`config.mk`:
```
export PLATFORM = sky130hd
export DESIGN_NAME = first_fit_block_allocator
export DESIGN_NICKNAME = d
export VERILOG_FILES = /design/src/hw/rtl/ffba_pkg.sv /design/src/hw/rtl/ffba_ram.sv /design/src/hw/rtl/ffba_datapath.sv /design/src/hw/rtl/ffba_ctrl.sv /design/src/hw/rtl/first_fit_block_allocator.sv
export SDC_FILE = /design/constraint.sdc
export NUM_CORES = 2
export LEC_CHECK = 0
export ABC_AREA = 1
export BUFFER_PORTS_ARGS = -buffer_cell sky130_fd_sc_hd__buf_4
export CAP_MARGIN = 40
export CORE_AREA = 4 4 690 692
export CTS_CLUSTER_DIAMETER = 200
export DETAILED_ROUTE_END_ITERATION = 6
export DIE_AREA = 0 0 694 696
export GPL_TIMING_DRIVEN = 0
export HOLD_SLACK_MARGIN = 0.1
export PLACE_DENSITY = 0.5
export RECOVER_POWER = 50
export SLEW_MARGIN = 20
export SYNTH_ARGS = -nofsm -noshare
export SYNTH_HDL_FRONTEND = slang
export SYNTH_SLANG_ARGS = --single-unit
```
`constraint.sdc`:
```
create_clock -name i_clk -period 7 [get_ports i_clk]
set_input_delay 2.1 -clock i_clk [delete_from_list [all_inputs] [get_ports i_clk]]
set_output_delay 2.1 -clock i_clk [all_outputs]
set_load 0.005 [all_outputs]
```
`src/hw/rtl/ffba_pkg.sv`:
```
// ----------------------------------------------------------------------------
// ffba_pkg
// Shared types, codes and constants of the first-fit block allocator.
// ----------------------------------------------------------------------------
package ffba_pkg;

    // sizes and limits
    localparam int FFBA_MAX_BLOCKS = 64;
    localparam int HEAP_BYTES      = 1048576;
    localparam int HEADER_BYTES    = 24;

    // field widths
    localparam int PTR_W  = 21;
    localparam int OFF_W  = 20;
    localparam int TYPE_W = 2;
    localparam int ST_W   = 2;

    localparam logic [PTR_W-1:0] LIMIT_RESET = PTR_W'(1048576);

    // request types
    typedef logic [TYPE_W-1:0] t_req_type;
    localparam t_req_type REQ_ALLOC   = 2'd0;
    localparam t_req_type REQ_FREE    = 2'd1;
    localparam t_req_type REQ_REALLOC = 2'd2;

    // result status codes
    typedef logic [ST_W-1:0] t_status;
    localparam t_status ST_OK       = 2'd0;
    localparam t_status ST_OOM      = 2'd1;
    localparam t_status ST_BADFREE  = 2'd2;
    localparam t_status ST_NULLFREE = 2'd3;

    // table write selection
    typedef logic [1:0] t_wr_sel;
    localparam t_wr_sel WR_NONE    = 2'd0;
    localparam t_wr_sel WR_TAKE    = 2'd1;
    localparam t_wr_sel WR_APPEND  = 2'd2;
    localparam t_wr_sel WR_RELEASE = 2'd3;

    // result pointer source
    typedef logic [1:0] t_res_src;
    localparam t_res_src RES_ZERO  = 2'd0;
    localparam t_res_src RES_REQ   = 2'd1;
    localparam t_res_src RES_RD    = 2'd2;
    localparam t_res_src RES_BRK   = 2'd3;

    // channel payloads
    typedef struct packed {
        t_req_type        req_type;
        logic [PTR_W-1:0] req_size;
        logic [PTR_W-1:0] req_ptr;
    } t_req;

    typedef struct packed {
        logic [PTR_W-1:0] result_ptr;
        t_status          status;
    } t_rsp;

    // one block table entry
    typedef struct packed {
        logic [OFF_W-1:0] blk_offset;
        logic [PTR_W-1:0] blk_size;
        logic             blk_free;
    } t_blk;

    // controller to datapath
    typedef struct packed {
        logic     load_req;
        logic     scan_start;
        logic     scan_run;
        logic     cap_old;
        t_wr_sel  wr_sel;
        logic     res_load;
        t_res_src res_src;
        t_status  res_status;
        logic     out_load;
    } t_ctl_cmd;

    // datapath to controller
    typedef struct packed {
        t_req_type req_type;
        logic      ptr_zero;
        logic      find_hit;
        logic      fit_hit;
        logic      rd_free;
        logic      rd_fits;
        logic      scan_end;
        logic      app_ok;
        logic      out_free;
    } t_ctl_sts;

endpackage

```
`src/hw/rtl/ffba_ram.sv`:
```
// ----------------------------------------------------------------------------
// ffba_ram
// Generic simple dual-port RAM, one write and one registered read port.
// ----------------------------------------------------------------------------
module ffba_ram #(
    parameter int WIDTH = 8,
    parameter int DEPTH = 64
) (
    input  logic                     i_clk,
    input  logic                     i_we,
    input  logic [$clog2(DEPTH)-1:0] i_waddr,
    input  logic [WIDTH-1:0]         i_wdata,
    input  logic                     i_re,
    input  logic [$clog2(DEPTH)-1:0] i_raddr,
    output logic [WIDTH-1:0]         o_rdata
);

    logic [WIDTH-1:0] r_mem [DEPTH];
    logic [WIDTH-1:0] r_rdata;

    // write port
    always_ff @(posedge i_clk) begin
        if (i_we) begin
            r_mem[i_waddr] <= i_wdata;
        end
    end

    // registered read port
    always_ff @(posedge i_clk) begin
        if (i_re) begin
            r_rdata <= r_mem[i_raddr];
        end
    end

    assign o_rdata = r_rdata;

endmodule

```
`src/hw/rtl/ffba_datapath.sv`:
```
// ----------------------------------------------------------------------------
// ffba_datapath
// Block table, scan pipeline, heap break, result and output registers.
// ----------------------------------------------------------------------------
module ffba_datapath import ffba_pkg::*; #(
    parameter int MAX_BLOCKS = FFBA_MAX_BLOCKS
) (
    input  logic             i_clk,
    input  logic             i_rst_n,
    input  t_req             i_req,
    input  logic             i_cfg_we,
    input  logic [PTR_W-1:0] i_cfg_wdata,
    input  t_ctl_cmd         i_cmd,
    output t_ctl_sts         o_sts,
    output logic             o_rsp_valid,
    input  logic             i_rsp_ready,
    output t_rsp             o_rsp
);

    localparam int AW    = $clog2(MAX_BLOCKS);
    localparam int CW    = $clog2(MAX_BLOCKS + 1);
    localparam int END_W = PTR_W + 2;

    t_req             r_req;
    logic [PTR_W-1:0] r_heap_limit;
    logic [CW-1:0]    r_count;
    logic [PTR_W-1:0] r_break;
    logic [CW-1:0]    r_scan_addr;
    logic             r_scan_dv;
    logic [AW-1:0]    r_scan_idx;
    logic [AW-1:0]    r_old_idx;
    t_blk             r_old_blk;
    logic [PTR_W-1:0] r_res_ptr;
    t_status          r_res_status;
    logic             r_rsp_valid;
    t_rsp             r_rsp;

    t_blk             rd_blk;
    logic [$bits(t_blk)-1:0] rd_word;
    logic             rd_en;
    logic             wr_en;
    logic [AW-1:0]    wr_addr;
    t_blk             wr_blk;
    logic [PTR_W-1:0] rd_ptr;
    logic [PTR_W-1:0] brk_ptr;
    logic [PTR_W-1:0] lim_eff;
    logic [END_W-1:0] app_end;
    logic             scan_more;
    logic [PTR_W-1:0] res_ptr_sel;

    // block table
    ffba_ram #(
        .WIDTH ($bits(t_blk)),
        .DEPTH (MAX_BLOCKS)
    ) u_table (
        .i_clk   (i_clk),
        .i_we    (wr_en),
        .i_waddr (wr_addr),
        .i_wdata (wr_blk),
        .i_re    (rd_en),
        .i_raddr (r_scan_addr[AW-1:0]),
        .o_rdata (rd_word)
    );

    assign rd_blk = t_blk'(rd_word);

    // payload offsets and append check
    assign rd_ptr    = {1'b0, rd_blk.blk_offset} + PTR_W'(HEADER_BYTES);
    assign brk_ptr   = r_break + PTR_W'(HEADER_BYTES);
    assign lim_eff   = (r_heap_limit > PTR_W'(HEAP_BYTES)) ? PTR_W'(HEAP_BYTES) : r_heap_limit;
    assign app_end   = {2'b00, r_break} + END_W'(HEADER_BYTES) + {2'b00, r_req.req_size};
    assign scan_more = (r_scan_addr < r_count);
    assign rd_en     = i_cmd.scan_run && scan_more;

    // status toward the controller
    always_comb begin
        o_sts.req_type = r_req.req_type;
        o_sts.ptr_zero = (r_req.req_ptr == '0);
        o_sts.rd_free  = rd_blk.blk_free;
        o_sts.rd_fits  = (rd_blk.blk_size >= r_req.req_size);
        o_sts.find_hit = r_scan_dv && (rd_ptr == r_req.req_ptr);
        o_sts.fit_hit  = r_scan_dv && rd_blk.blk_free && o_sts.rd_fits;
        o_sts.scan_end = !r_scan_dv && !scan_more;
        o_sts.app_ok   = (r_count < CW'(MAX_BLOCKS)) && (app_end <= {2'b00, lim_eff});
        o_sts.out_free = !r_rsp_valid || i_rsp_ready;
    end

    // table write selection
    always_comb begin
        wr_en   = 1'b0;
        wr_addr = r_scan_idx;
        wr_blk  = rd_blk;
        unique case (i_cmd.wr_sel)
            WR_TAKE: begin
                wr_en           = 1'b1;
                wr_addr         = r_scan_idx;
                wr_blk          = rd_blk;
                wr_blk.blk_free = 1'b0;
            end
            WR_APPEND: begin
                wr_en             = 1'b1;
                wr_addr           = r_count[AW-1:0];
                wr_blk.blk_offset = r_break[OFF_W-1:0];
                wr_blk.blk_size   = r_req.req_size;
                wr_blk.blk_free   = 1'b0;
            end
            WR_RELEASE: begin
                wr_en           = 1'b1;
                wr_addr         = r_old_idx;
                wr_blk          = r_old_blk;
                wr_blk.blk_free = 1'b1;
            end
            default: begin
                wr_en = 1'b0;
            end
        endcase
    end

    // result pointer source
    always_comb begin
        unique case (i_cmd.res_src)
            RES_REQ: res_ptr_sel = r_req.req_ptr;
            RES_RD:  res_ptr_sel = rd_ptr;
            RES_BRK: res_ptr_sel = brk_ptr;
            default: res_ptr_sel = '0;
        endcase
    end

    // control registers: limit, count, break, scan pointer, output valid
    always_ff @(posedge i_clk) begin
        if (!i_rst_n) begin
            r_heap_limit <= LIMIT_RESET;
            r_count      <= '0;
            r_break      <= '0;
            r_scan_addr  <= '0;
            r_scan_dv    <= 1'b0;
            r_rsp_valid  <= 1'b0;
        end else begin
            if (i_cfg_we) begin
                r_heap_limit <= i_cfg_wdata;
            end
            if (i_cmd.wr_sel == WR_APPEND) begin
                r_count <= r_count + CW'(1);
                r_break <= app_end[PTR_W-1:0];
            end
            if (i_cmd.scan_start) begin
                r_scan_addr <= '0;
                r_scan_dv   <= 1'b0;
            end else if (rd_en) begin
                r_scan_addr <= r_scan_addr + CW'(1);
                r_scan_dv   <= 1'b1;
            end else begin
                r_scan_dv   <= 1'b0;
            end
            if (i_cmd.out_load) begin
                r_rsp_valid <= 1'b1;
            end else if (i_rsp_ready) begin
                r_rsp_valid <= 1'b0;
            end
        end
    end

    // payload registers
    always_ff @(posedge i_clk) begin
        if (i_cmd.load_req) begin
            r_req <= i_req;
        end
        if (rd_en) begin
            r_scan_idx <= r_scan_addr[AW-1:0];
        end
        if (i_cmd.cap_old) begin
            r_old_idx <= r_scan_idx;
            r_old_blk <= rd_blk;
        end
        if (i_cmd.res_load) begin
            r_res_ptr    <= res_ptr_sel;
            r_res_status <= i_cmd.res_status;
        end
        if (i_cmd.out_load) begin
            r_rsp.result_ptr <= r_res_ptr;
            r_rsp.status     <= r_res_status;
        end
    end

    assign o_rsp_valid = r_rsp_valid;
    assign o_rsp       = r_rsp;

endmodule

```
`src/hw/rtl/ffba_ctrl.sv`:
```
// ----------------------------------------------------------------------------
// ffba_ctrl
// Request sequencer: decode, pointer lookup, first-fit scan, append, release.
// ----------------------------------------------------------------------------
module ffba_ctrl import ffba_pkg::*; (
    input  logic     i_clk,
    input  logic     i_rst_n,
    input  logic     i_req_valid,
    output logic     o_req_ready,
    input  t_ctl_sts i_sts,
    output t_ctl_cmd o_cmd
);

    localparam logic [2:0] S_IDLE    = 3'd0;
    localparam logic [2:0] S_DECODE  = 3'd1;
    localparam logic [2:0] S_FIND    = 3'd2;
    localparam logic [2:0] S_FIT     = 3'd3;
    localparam logic [2:0] S_RELEASE = 3'd4;
    localparam logic [2:0] S_DONE    = 3'd5;

    logic [2:0] r_state;
    logic [2:0] n_state;
    logic       r_rel_pend;
    logic       n_rel_pend;

    assign o_req_ready = (r_state == S_IDLE);

    // next state and commands
    always_comb begin
        n_state    = r_state;
        n_rel_pend = r_rel_pend;
        o_cmd      = '0;
        unique case (r_state)
            S_IDLE: begin
                if (i_req_valid) begin
                    o_cmd.load_req = 1'b1;
                    n_state        = S_DECODE;
                end
            end
            S_DECODE: begin
                n_rel_pend = 1'b0;
                unique case (i_sts.req_type)
                    REQ_ALLOC: begin
                        o_cmd.scan_start = 1'b1;
                        n_state          = S_FIT;
                    end
                    REQ_FREE: begin
                        if (i_sts.ptr_zero) begin
                            o_cmd.res_load   = 1'b1;
                            o_cmd.res_src    = RES_ZERO;
                            o_cmd.res_status = ST_NULLFREE;
                            n_state          = S_DONE;
                        end else begin
                            o_cmd.scan_start = 1'b1;
                            n_state          = S_FIND;
                        end
                    end
                    REQ_REALLOC: begin
                        o_cmd.scan_start = 1'b1;
                        n_state          = i_sts.ptr_zero ? S_FIT : S_FIND;
                    end
                    default: begin
                        o_cmd.res_load   = 1'b1;
                        o_cmd.res_src    = RES_ZERO;
                        o_cmd.res_status = ST_OK;
                        n_state          = S_DONE;
                    end
                endcase
            end
            // look up the block that owns the request pointer
            S_FIND: begin
                if (i_sts.find_hit) begin
                    o_cmd.cap_old = 1'b1;
                    if (i_sts.rd_free) begin
                        o_cmd.res_load   = 1'b1;
                        o_cmd.res_src    = RES_ZERO;
                        o_cmd.res_status = ST_BADFREE;
                        n_state          = S_DONE;
                    end else if (i_sts.req_type == REQ_FREE) begin
                        o_cmd.res_load   = 1'b1;
                        o_cmd.res_src    = RES_ZERO;
                        o_cmd.res_status = ST_OK;
                        n_state          = S_RELEASE;
                    end else if (i_sts.rd_fits) begin
                        o_cmd.res_load   = 1'b1;
                        o_cmd.res_src    = RES_REQ;
                        o_cmd.res_status = ST_OK;
                        n_state          = S_DONE;
                    end else begin
                        o_cmd.scan_start = 1'b1;
                        n_rel_pend       = 1'b1;
                        n_state          = S_FIT;
                    end
                end else if (i_sts.scan_end) begin
                    o_cmd.res_load   = 1'b1;
                    o_cmd.res_src    = RES_ZERO;
                    o_cmd.res_status = ST_BADFREE;
                    n_state          = S_DONE;
                end else begin
                    o_cmd.scan_run = 1'b1;
                end
            end
            // first free block that is large enough, else append at the break
            S_FIT: begin
                if (i_sts.fit_hit) begin
                    o_cmd.wr_sel     = WR_TAKE;
                    o_cmd.res_load   = 1'b1;
                    o_cmd.res_src    = RES_RD;
                    o_cmd.res_status = ST_OK;
                    n_state          = r_rel_pend ? S_RELEASE : S_DONE;
                end else if (i_sts.scan_end) begin
                    if (i_sts.app_ok) begin
                        o_cmd.wr_sel     = WR_APPEND;
                        o_cmd.res_load   = 1'b1;
                        o_cmd.res_src    = RES_BRK;
                        o_cmd.res_status = ST_OK;
                        n_state          = r_rel_pend ? S_RELEASE : S_DONE;
                    end else begin
                        o_cmd.res_load   = 1'b1;
                        o_cmd.res_src    = RES_ZERO;
                        o_cmd.res_status = ST_OOM;
                        n_state          = S_DONE;
                    end
                end else begin
                    o_cmd.scan_run = 1'b1;
                end
            end
            // mark the looked-up block free
            S_RELEASE: begin
                o_cmd.wr_sel = WR_RELEASE;
                n_state      = S_DONE;
            end
            // hand the result to the output register
            S_DONE: begin
                if (i_sts.out_free) begin
                    o_cmd.out_load = 1'b1;
                    n_state        = S_IDLE;
                end
            end
            default: begin
                n_state = S_IDLE;
            end
        endcase
    end

    // state registers
    always_ff @(posedge i_clk) begin
        if (!i_rst_n) begin
            r_state    <= S_IDLE;
            r_rel_pend <= 1'b0;
        end else begin
            r_state    <= n_state;
            r_rel_pend <= n_rel_pend;
        end
    end

endmodule

```
`src/hw/rtl/first_fit_block_allocator.sv`:
```
// ----------------------------------------------------------------------------
// first_fit_block_allocator
// First-fit heap block allocator over a table of blocks in address order.
//
// channel   direction  handshake                     payload
// req       in         i_req_valid / o_req_ready     i_req (t_req)
// rsp       out        o_rsp_valid / i_rsp_ready     o_rsp (t_rsp)
// cfg       in         i_cfg_we                      i_cfg_wdata (heap limit)
//
// One request at a time. A free or reallocate looks its pointer up in the
// table, one entry per cycle; an allocate scans for the first fitting free
// block, also one entry per cycle (single table read port). Reset is
// synchronous and needs no clearing pass; the table is only read below the
// block count. The result sits in an output register, so a new request is
// taken while an earlier result waits for o_rsp transfer.
// ----------------------------------------------------------------------------
module first_fit_block_allocator import ffba_pkg::*; #(
    parameter int MAX_BLOCKS = FFBA_MAX_BLOCKS
) (
    input  logic             i_clk,
    input  logic             i_rst_n,
    input  logic             i_req_valid,
    output logic             o_req_ready,
    input  t_req             i_req,
    output logic             o_rsp_valid,
    input  logic             i_rsp_ready,
    output t_rsp             o_rsp,
    input  logic             i_cfg_we,
    input  logic [PTR_W-1:0] i_cfg_wdata
);

    t_ctl_cmd cmd;
    t_ctl_sts sts;

    // sequencer
    ffba_ctrl u_ctrl (
        .i_clk       (i_clk),
        .i_rst_n     (i_rst_n),
        .i_req_valid (i_req_valid),
        .o_req_ready (o_req_ready),
        .i_sts       (sts),
        .o_cmd       (cmd)
    );

    // table and arithmetic
    ffba_datapath #(
        .MAX_BLOCKS (MAX_BLOCKS)
    ) u_datapath (
        .i_clk       (i_clk),
        .i_rst_n     (i_rst_n),
        .i_req       (i_req),
        .i_cfg_we    (i_cfg_we),
        .i_cfg_wdata (i_cfg_wdata),
        .i_cmd       (cmd),
        .o_sts       (sts),
        .o_rsp_valid (o_rsp_valid),
        .i_rsp_ready (i_rsp_ready),
        .o_rsp       (o_rsp)
    );

endmodule
```
Yosys cells after proc, flatten, opt, wreduce, memory -nomap -nowiden --
Memories as Yosys holds them, arrays and structs flattened. A register that Yosys moved wholly into a read port is not among the register bits. Index checks and enable logic that the tools add are counted.
Storage, ports and cells: flip-flop bits (word level) 205, bits in writable memories 2688, input port bits 70, logic and storage cells 134, memories 1
Memories:
- u_datapath.u_table.r_mem | depth 64, width 42, read ports 1, clocked after Yosys merged registers in 1, wr ports 1, RTL line ffba_ram.sv:18 | logic [WIDTH-1:0] r_mem [DEPTH];
Cells by class: add/subtract/negate cells 6, $lt $le $gt $ge 5, equal/unequal tests 22, muxes and demuxes 60, bitwise operators 1, reduce and logical (&&, ||, !) cells 20
Operators by type and width (count):
- one-hot mux 42 bit (3 select lines) | 1
- one-hot mux 21 bit (3 select lines) | 1
- two-way mux 3 bit | 11
- two-way mux 5 bit | 6
- two-way mux 1 bit | 26
- adder 23 x 21 -> 23 bit | 1
- <= comparator 23 x 21 -> 1 bit | 1
- adder 21 x 5 -> 22 bit, second input constant | 1
- adder 20 x 5 -> 21 bit, second input constant | 1
- adder 21 x 5 -> 21 bit, second input constant | 1
- equality test 21 bit | 1
- >= comparator 21 bit | 1
- > comparator 21 bit, second input constant | 1
- zero test 21 bit | 1
- two-way mux 21 bit | 1
- one-hot mux 3 bit (6 select lines) | 1
- one-hot mux 5 bit (3 select lines) | 1
- adder 7 x 1 -> 7 bit, second input constant | 2
- two-way mux 7 bit | 2
- != test 2 bit, second input constant | 6
- one-hot mux 6 bit (2 select lines) | 1
- equality test 2 bit, second input constant | 5
- one-hot mux 5 bit (2 select lines) | 1
- one-hot mux 3 bit (3 select lines) | 1
- other kinds (22) | 39

Longest topological paths before layout --
depth in word-level cells 13, mapped depth 33

Cells and area by module --
From an unflattened synthesis, not the netlist that was laid out.
Unflattened totals: cell total of the unflattened synthesis 10226, area total of the unflattened synthesis 121439.0 sq um
By module, submodules not included:
- ffba_ram | instances 1, cells each 8860, area each 109661.4 sq um
- ffba_datapath | instances 1, cells each 1285, area each 11348.4 sq um
- ffba_ctrl | instances 1, cells each 81, area each 429.2 sq um

Least setup slack after synthesis --
OpenSTA, ideal clock, no wires.
path type register to register, start point register u_datapath.r_break[3], end point memory u_datapath.u_table.r_mem[0][0] (netlist bit), data pin, arrival time 6.506 ns, required time 6.298 ns, slack -0.208 ns, stages on the path, launching flop included 30, path buffers 0, cell sequence dfxtp_1 inv_1 ha_1 nor2_1 nand2_1 nor2_1 nand3_1 nor2_1 nand3_1 xor2_1 inv_1 ha_1 a21oi_1 o21ai_0 a21oi_1 nand3_1 xor2_1 ha_1 nand4_1 inv_1 nand2_1 nand2_1 nand2_1 nand2_1 nand2_1 nand4_4 nand2_8 nor2_1 inv_4 o21ai_0
Between the ends: cells in the longest elaborated chain, start to end 10, elaborated cells on any way between the ends 12
Ends and longest elaborated chain:
- start: declaration | RTL line ffba_datapath.sv:27 | logic [PTR_W-1:0] r_break;
- start signal: assignment | RTL line ffba_datapath.sv:144 | r_break <= app_end[PTR_W-1:0];
- adder 21 x 5 -> 22 bit (*) | RTL line ffba_datapath.sv:71 | assign app_end = {2'b00, r_break} + END_W'(HEADER_BYTES) + {2'b00, r_req.req_size};
- adder 23 x 21 -> 23 bit (*) | RTL line ffba_datapath.sv:71
- net u_datapath.app_end[18] | RTL line ffba_datapath.sv:47 | logic [END_W-1:0] app_end;
- <= comparator 23 x 21 -> 1 bit (*) | RTL line ffba_datapath.sv:84 | o_sts.app_ok = (r_count < CW'(MAX_BLOCKS)) && (app_end <= {2'b00, lim_eff});
- logical AND 1 bit (*) | RTL line ffba_datapath.sv:84
- two-way mux 2 bit (*) | RTL line ffba_ctrl.sv:112 | if (i_sts.app_ok) begin
- two-way mux 7 bit (*) | RTL line ffba_ctrl.sv:111 | end else if (i_sts.scan_end) begin
- two-way mux 7 bit (*) | RTL line ffba_ctrl.sv:105 | if (i_sts.fit_hit) begin
- one-hot mux 2 bit (2 select lines) (*) | RTL line ffba_ctrl.sv:33 | unique case (r_state)
- equality test 2 bit / equality test 2 x 1 -> 1 bit (equally long branches) | RTL line ffba_datapath.sv:93 | unique case (i_cmd.wr_sel)
- one-hot mux 42 bit (3 select lines) (*) | RTL line ffba_datapath.sv:93
- net u_datapath.u_table.i_wdata[0] | RTL line ffba_ram.sv:12 | input logic [WIDTH-1:0] i_wdata,
- end: declaration | RTL line ffba_ram.sv:18
The timed path passes the listed nets; every way through them passes the cells marked *.

Worst setup path in the final report --
start point register u_datapath.r_scan_addr[0], end point register u_datapath.u_table.r_rdata[33] (netlist: u_datapath.u_table.o_rdata[33]) (read register of u_datapath.u_table.r_mem), data pin
Between the ends: cells in the longest elaborated chain, start to end 7, elaborated cells on any way between the ends 8
Ends and longest elaborated chain:
- start: declaration | RTL line ffba_datapath.sv:28 | logic [CW-1:0] r_scan_addr;
- start signal: assignment | RTL line ffba_datapath.sv:150 | r_scan_addr <= r_scan_addr + CW'(1);
- < comparator 7 bit | RTL line ffba_datapath.sv:72 | assign scan_more = (r_scan_addr < r_count);
- zero test 1 bit | RTL line ffba_datapath.sv:83 | o_sts.scan_end = !r_scan_dv && !scan_more;
- logical AND 1 bit | RTL line ffba_datapath.sv:83
- two-way mux 1 bit | RTL line ffba_ctrl.sv:94, ffba_ctrl.sv:111
- two-way mux 1 bit, on equally long branches | RTL line ffba_ctrl.sv:105, ffba_ctrl.sv:72
- one-hot mux 1 bit (2 select lines) | RTL line ffba_ctrl.sv:33
- logical AND 1 bit | RTL line ffba_datapath.sv:73 | assign rd_en = i_cmd.scan_run && scan_more;
- end: declaration | RTL line ffba_ram.sv:19 | logic [WIDTH-1:0] r_rdata;
Several ways; a longest one is shown, not always the timed one. A chain may end at the register's enable or synchronous reset.

==> impl_metrics.toml <==
[run_status]
status = "finished, violations left"
violations = "design-rule violations, max-capacitance violations, max-slew violations, negative setup slack"

[cts]
clk_pin_slew_worst_paths_ns = 0.06
holdBufCountCts = 0
cts_root_buffer = "clkbuf_16"
htree_levels = 5
clockBufferDepth = 4
cts_buffers = 325
insertion_delay_ns = 0.95
clkSinkCount = 2935
cts_tree = "built"

[global_route]
grt_max_degree = 56
grtUsageMet2_pct = 30.5
grtUsageMet3_pct = 6.64
grt_antenna_before_repair = 48
grtUsageMet1_pct = 27.2
grt_pass1_vias = 79600
grt_remaining_overflow = 0
grt_first_pass_wirelength_um = 696000
track_usage_pct = 20.8
busiest_layer = "met2"

[worst_setup_path]
cp_max_fo = 10
cp_top_family = "buffers and inverters"
r2r-start = "u_datapath.r_scan_addr[0]"
cp_num_buf_inv = 8
worstSetupStartpointType = "register"
worstRegToRegCells = 13
crit_required_ns = 7.65
reg2reg_to = "u_datapath.u_table.o_rdata[33]"
slowest_delay_ns = 1.43
cp-end-kind = "register"
cp_slowest_cell = "clkbuf_1"
cp.arrival_ns = 7.72
cpMostUsedCell = "clkbuf_1"
critPathKind = "reg2reg"
path_cells = "buf_2 -> inv_1 -> clkbuf_1 -> buf_2 -> clkbuf_1 -> clkbuf_1 -> clkbuf_1 -> nor2_1 -> o221ai_1 -> nand3_1 -> a31oi_1 -> clkbuf_1 -> a221o_1"
ff2ff_setup_slack_ns = -0.07

[logic_synthesis]
synth_area_leaders = "edfxtp_1 74%, o21ai_0 6.0%, nor2_1 5.0%, o221ai_1 2.2%, o22ai_1 2.2%"
synthDistinctLibCells = 63
synth.net_count = 9039
synth_enable_flop_cells = 2873
synth_ff_type = "edfxtp_1"
synthArstFlopShare_pct = 0
mappedNetlistArea_um2 = 117000
yosysWarnings = 0
synth-seq-cells = 2935
synthCells = 8895
yosysTopAreaCellShare_pct = 73.6
yosys.area.top_type = "edfxtp_1"
syn_area_per_cell_um2 = 13.2
synth_seq_area_share_pct = 74.7

[sta]
fin_crit_sh_pct = 101
finalCriticalPeriod_ns = 7.07
tightestPinTransition_ns = 2.61
setup-violations-final = 4
clock-skew-final_ns = 0.0885
slew_headroom_pct = -74.9
hold_viol_final = 0
fmax_mhz = 141
final.setup.worst_slack_ns = -0.0679
report.final.slew_viol_count = 105

[finish]
final_common_cell = "edfxtp_1"
final_cell_mix = "2873 x edfxtp_1, 1480 x nor2_1, 1397 x o21ai_0"
layout.nets = 10200
finalInstanceArea_um2 = 148000
drive_above_1_share_pct = 14.8
fin_cells = 16500
areaGrowthSynthToFinish_pct = 25.9

[floorplan]
die_area_um2 = 483000
die_height_um = 696
pin_count = 95
core_area_um2 = 470000
fp-row-count = 252
start_util_pct = 24.9
die_x_um = 694

[power_and_ir_drop]
power.leakage_nw = 48.0
powerDensity_nw_per_um2 = 266
ir_drop_mv = 0.206
p_total_mw = 39.3

[worst_hold_path]
whs_endpoint = "u_datapath.o_rsp[11]"
hold_class = "reg2reg"
min_path_cells = 0
hp-start = "u_datapath.r_res_ptr[9]"

[flow_run]
cap_violations = 4

[placed_design]
port_buffers = 94
gp_congestion = 0.951
dp.cells = 15800
post_dp_cell_area_um2 = 136000
place_hpwl_um = 384000

[drt]
wl_per_cell_um = 31.7
final_antenna_net_count = 0
drc = 3
drt_wl_total_um = 524000
drt_iter0_markers = 14800
via_per_inst = 5.30
vias = 87700
dr.pass1.iters = 7
cell usage after synthesis, types with 64 or more instances:
master,number
inv_1,171
nand2_1,613
o211ai_1,92
edfxtp_1,2873
nand3_1,244
a31oi_1,64
clkbuf_1,515
o221ai_1,294
a21oi_1,149
ha_1,73
nor2_1,1550
o22ai_1,403
o21ai_0,1407
metal layers:
layer,part of all wire [%],wire length (um)
met2,42,220000
met5,0.036,191
met1,38,199000
met4,6.4,33300
met3,13,70700
worst max-delay path by stage:
| stage | startpoint | end | slack, ns | cells past startpoint |
|---|---|---|---|---|
| after CTS | u_datapath.r_break[3] | u_datapath.u_table.r_mem[2][28] | 0.008 | 33 |
| after detailed placement | u_datapath.r_break[3] | u_datapath.u_table.r_mem[59][22] | -1.27 | 34 |
| after global placement | u_datapath.r_break[3] | u_datapath.u_table.r_mem[55][28] | -8.69 | 29 |
| final | u_datapath.r_scan_addr[0] | u_datapath.u_table.o_rdata[33] | -0.07 | 13 |
| after global routing | u_datapath.r_break[3] | u_datapath.u_table.r_mem[31][22] | -0.04 | 30 |
| after floorplan | u_datapath.r_break[3] | u_datapath.u_table.r_mem[0][1] | -0.20 | 29 |
what timing repair did:
| action | CTS | global route |
|---|---|---|
| setup endpoints to repair | 4223 | 2514 |
| gates resized for setup | 35 | 41 |
| setup buffers | 53 | 48 |
| pin swaps | 29 | 27 |
report_power, final:
part / internal [mW] / switching (mW) / total, mW
clock: 9.63 / 7.44 / 17.1
sequential: 19.8 / 0.0966 / 19.9
combinational: 0.708 / 1.60 / 2.31
registers in the layout (all words and copies together) (netlist names), 3 cells and up:
name and flops:
u_datapath.r_break 21, u_datapath.r_req 42, u_datapath.r_heap_limit 21, u_datapath.r_count 7, u_datapath.r_old_blk 41, u_datapath.r_scan_idx 6, u_datapath.u_table.o_rdata 42, u_ctrl.r_state 3
u_datapath.r_scan_addr 7, u_datapath.r_res_ptr 21, u_datapath.r_old_idx 6, u_datapath.u_table.r_mem 2688, u_datapath.o_rsp 23
layout make-up:
class	instances	area (um2)
Multi-Input combinational cell	5174	27800
Inverter	191	733
Clock inverter	198	1800
Timing Repair Buffer	797	10900
Fill cell	46600	323000
Buffer	594	2370
Tap cell	6223	7790
Sequential cell	2935	87500
Antenna cell	29	72.6
Clock buffer	400	8590
cell families after synthesis:
kind of cell / count (synthesis) / share of synthesized area (%)
flops: 2935 / 74.7
simple gates: 2562 / 9.05
compound gates: 2489 / 12.5
buf+inv: 786 / 2.59
fa+ha+maj: 74 / 0.796
xor+xnor: 49 / 0.378
stage by stage:
step / setup TNS (ns) / util (%) / worst slack [ns] / hold WS, ns
final: -0.160 / 31.4 / -0.0679 / 0.392
after detailed placement: -1360.62 / 28.9 / -1.27 / 0.405
after global placement: - / 26.7 / -8.69 / 0.405
after global routing: -0.722 / 31.4 / -0.0394 / 0.414
after CTS: 0 / 31.2 / 0.00778 / 0.398
after floorplan: -89.15 / - / -0.199 / 0.400
(Power assumes the default switching activity.)
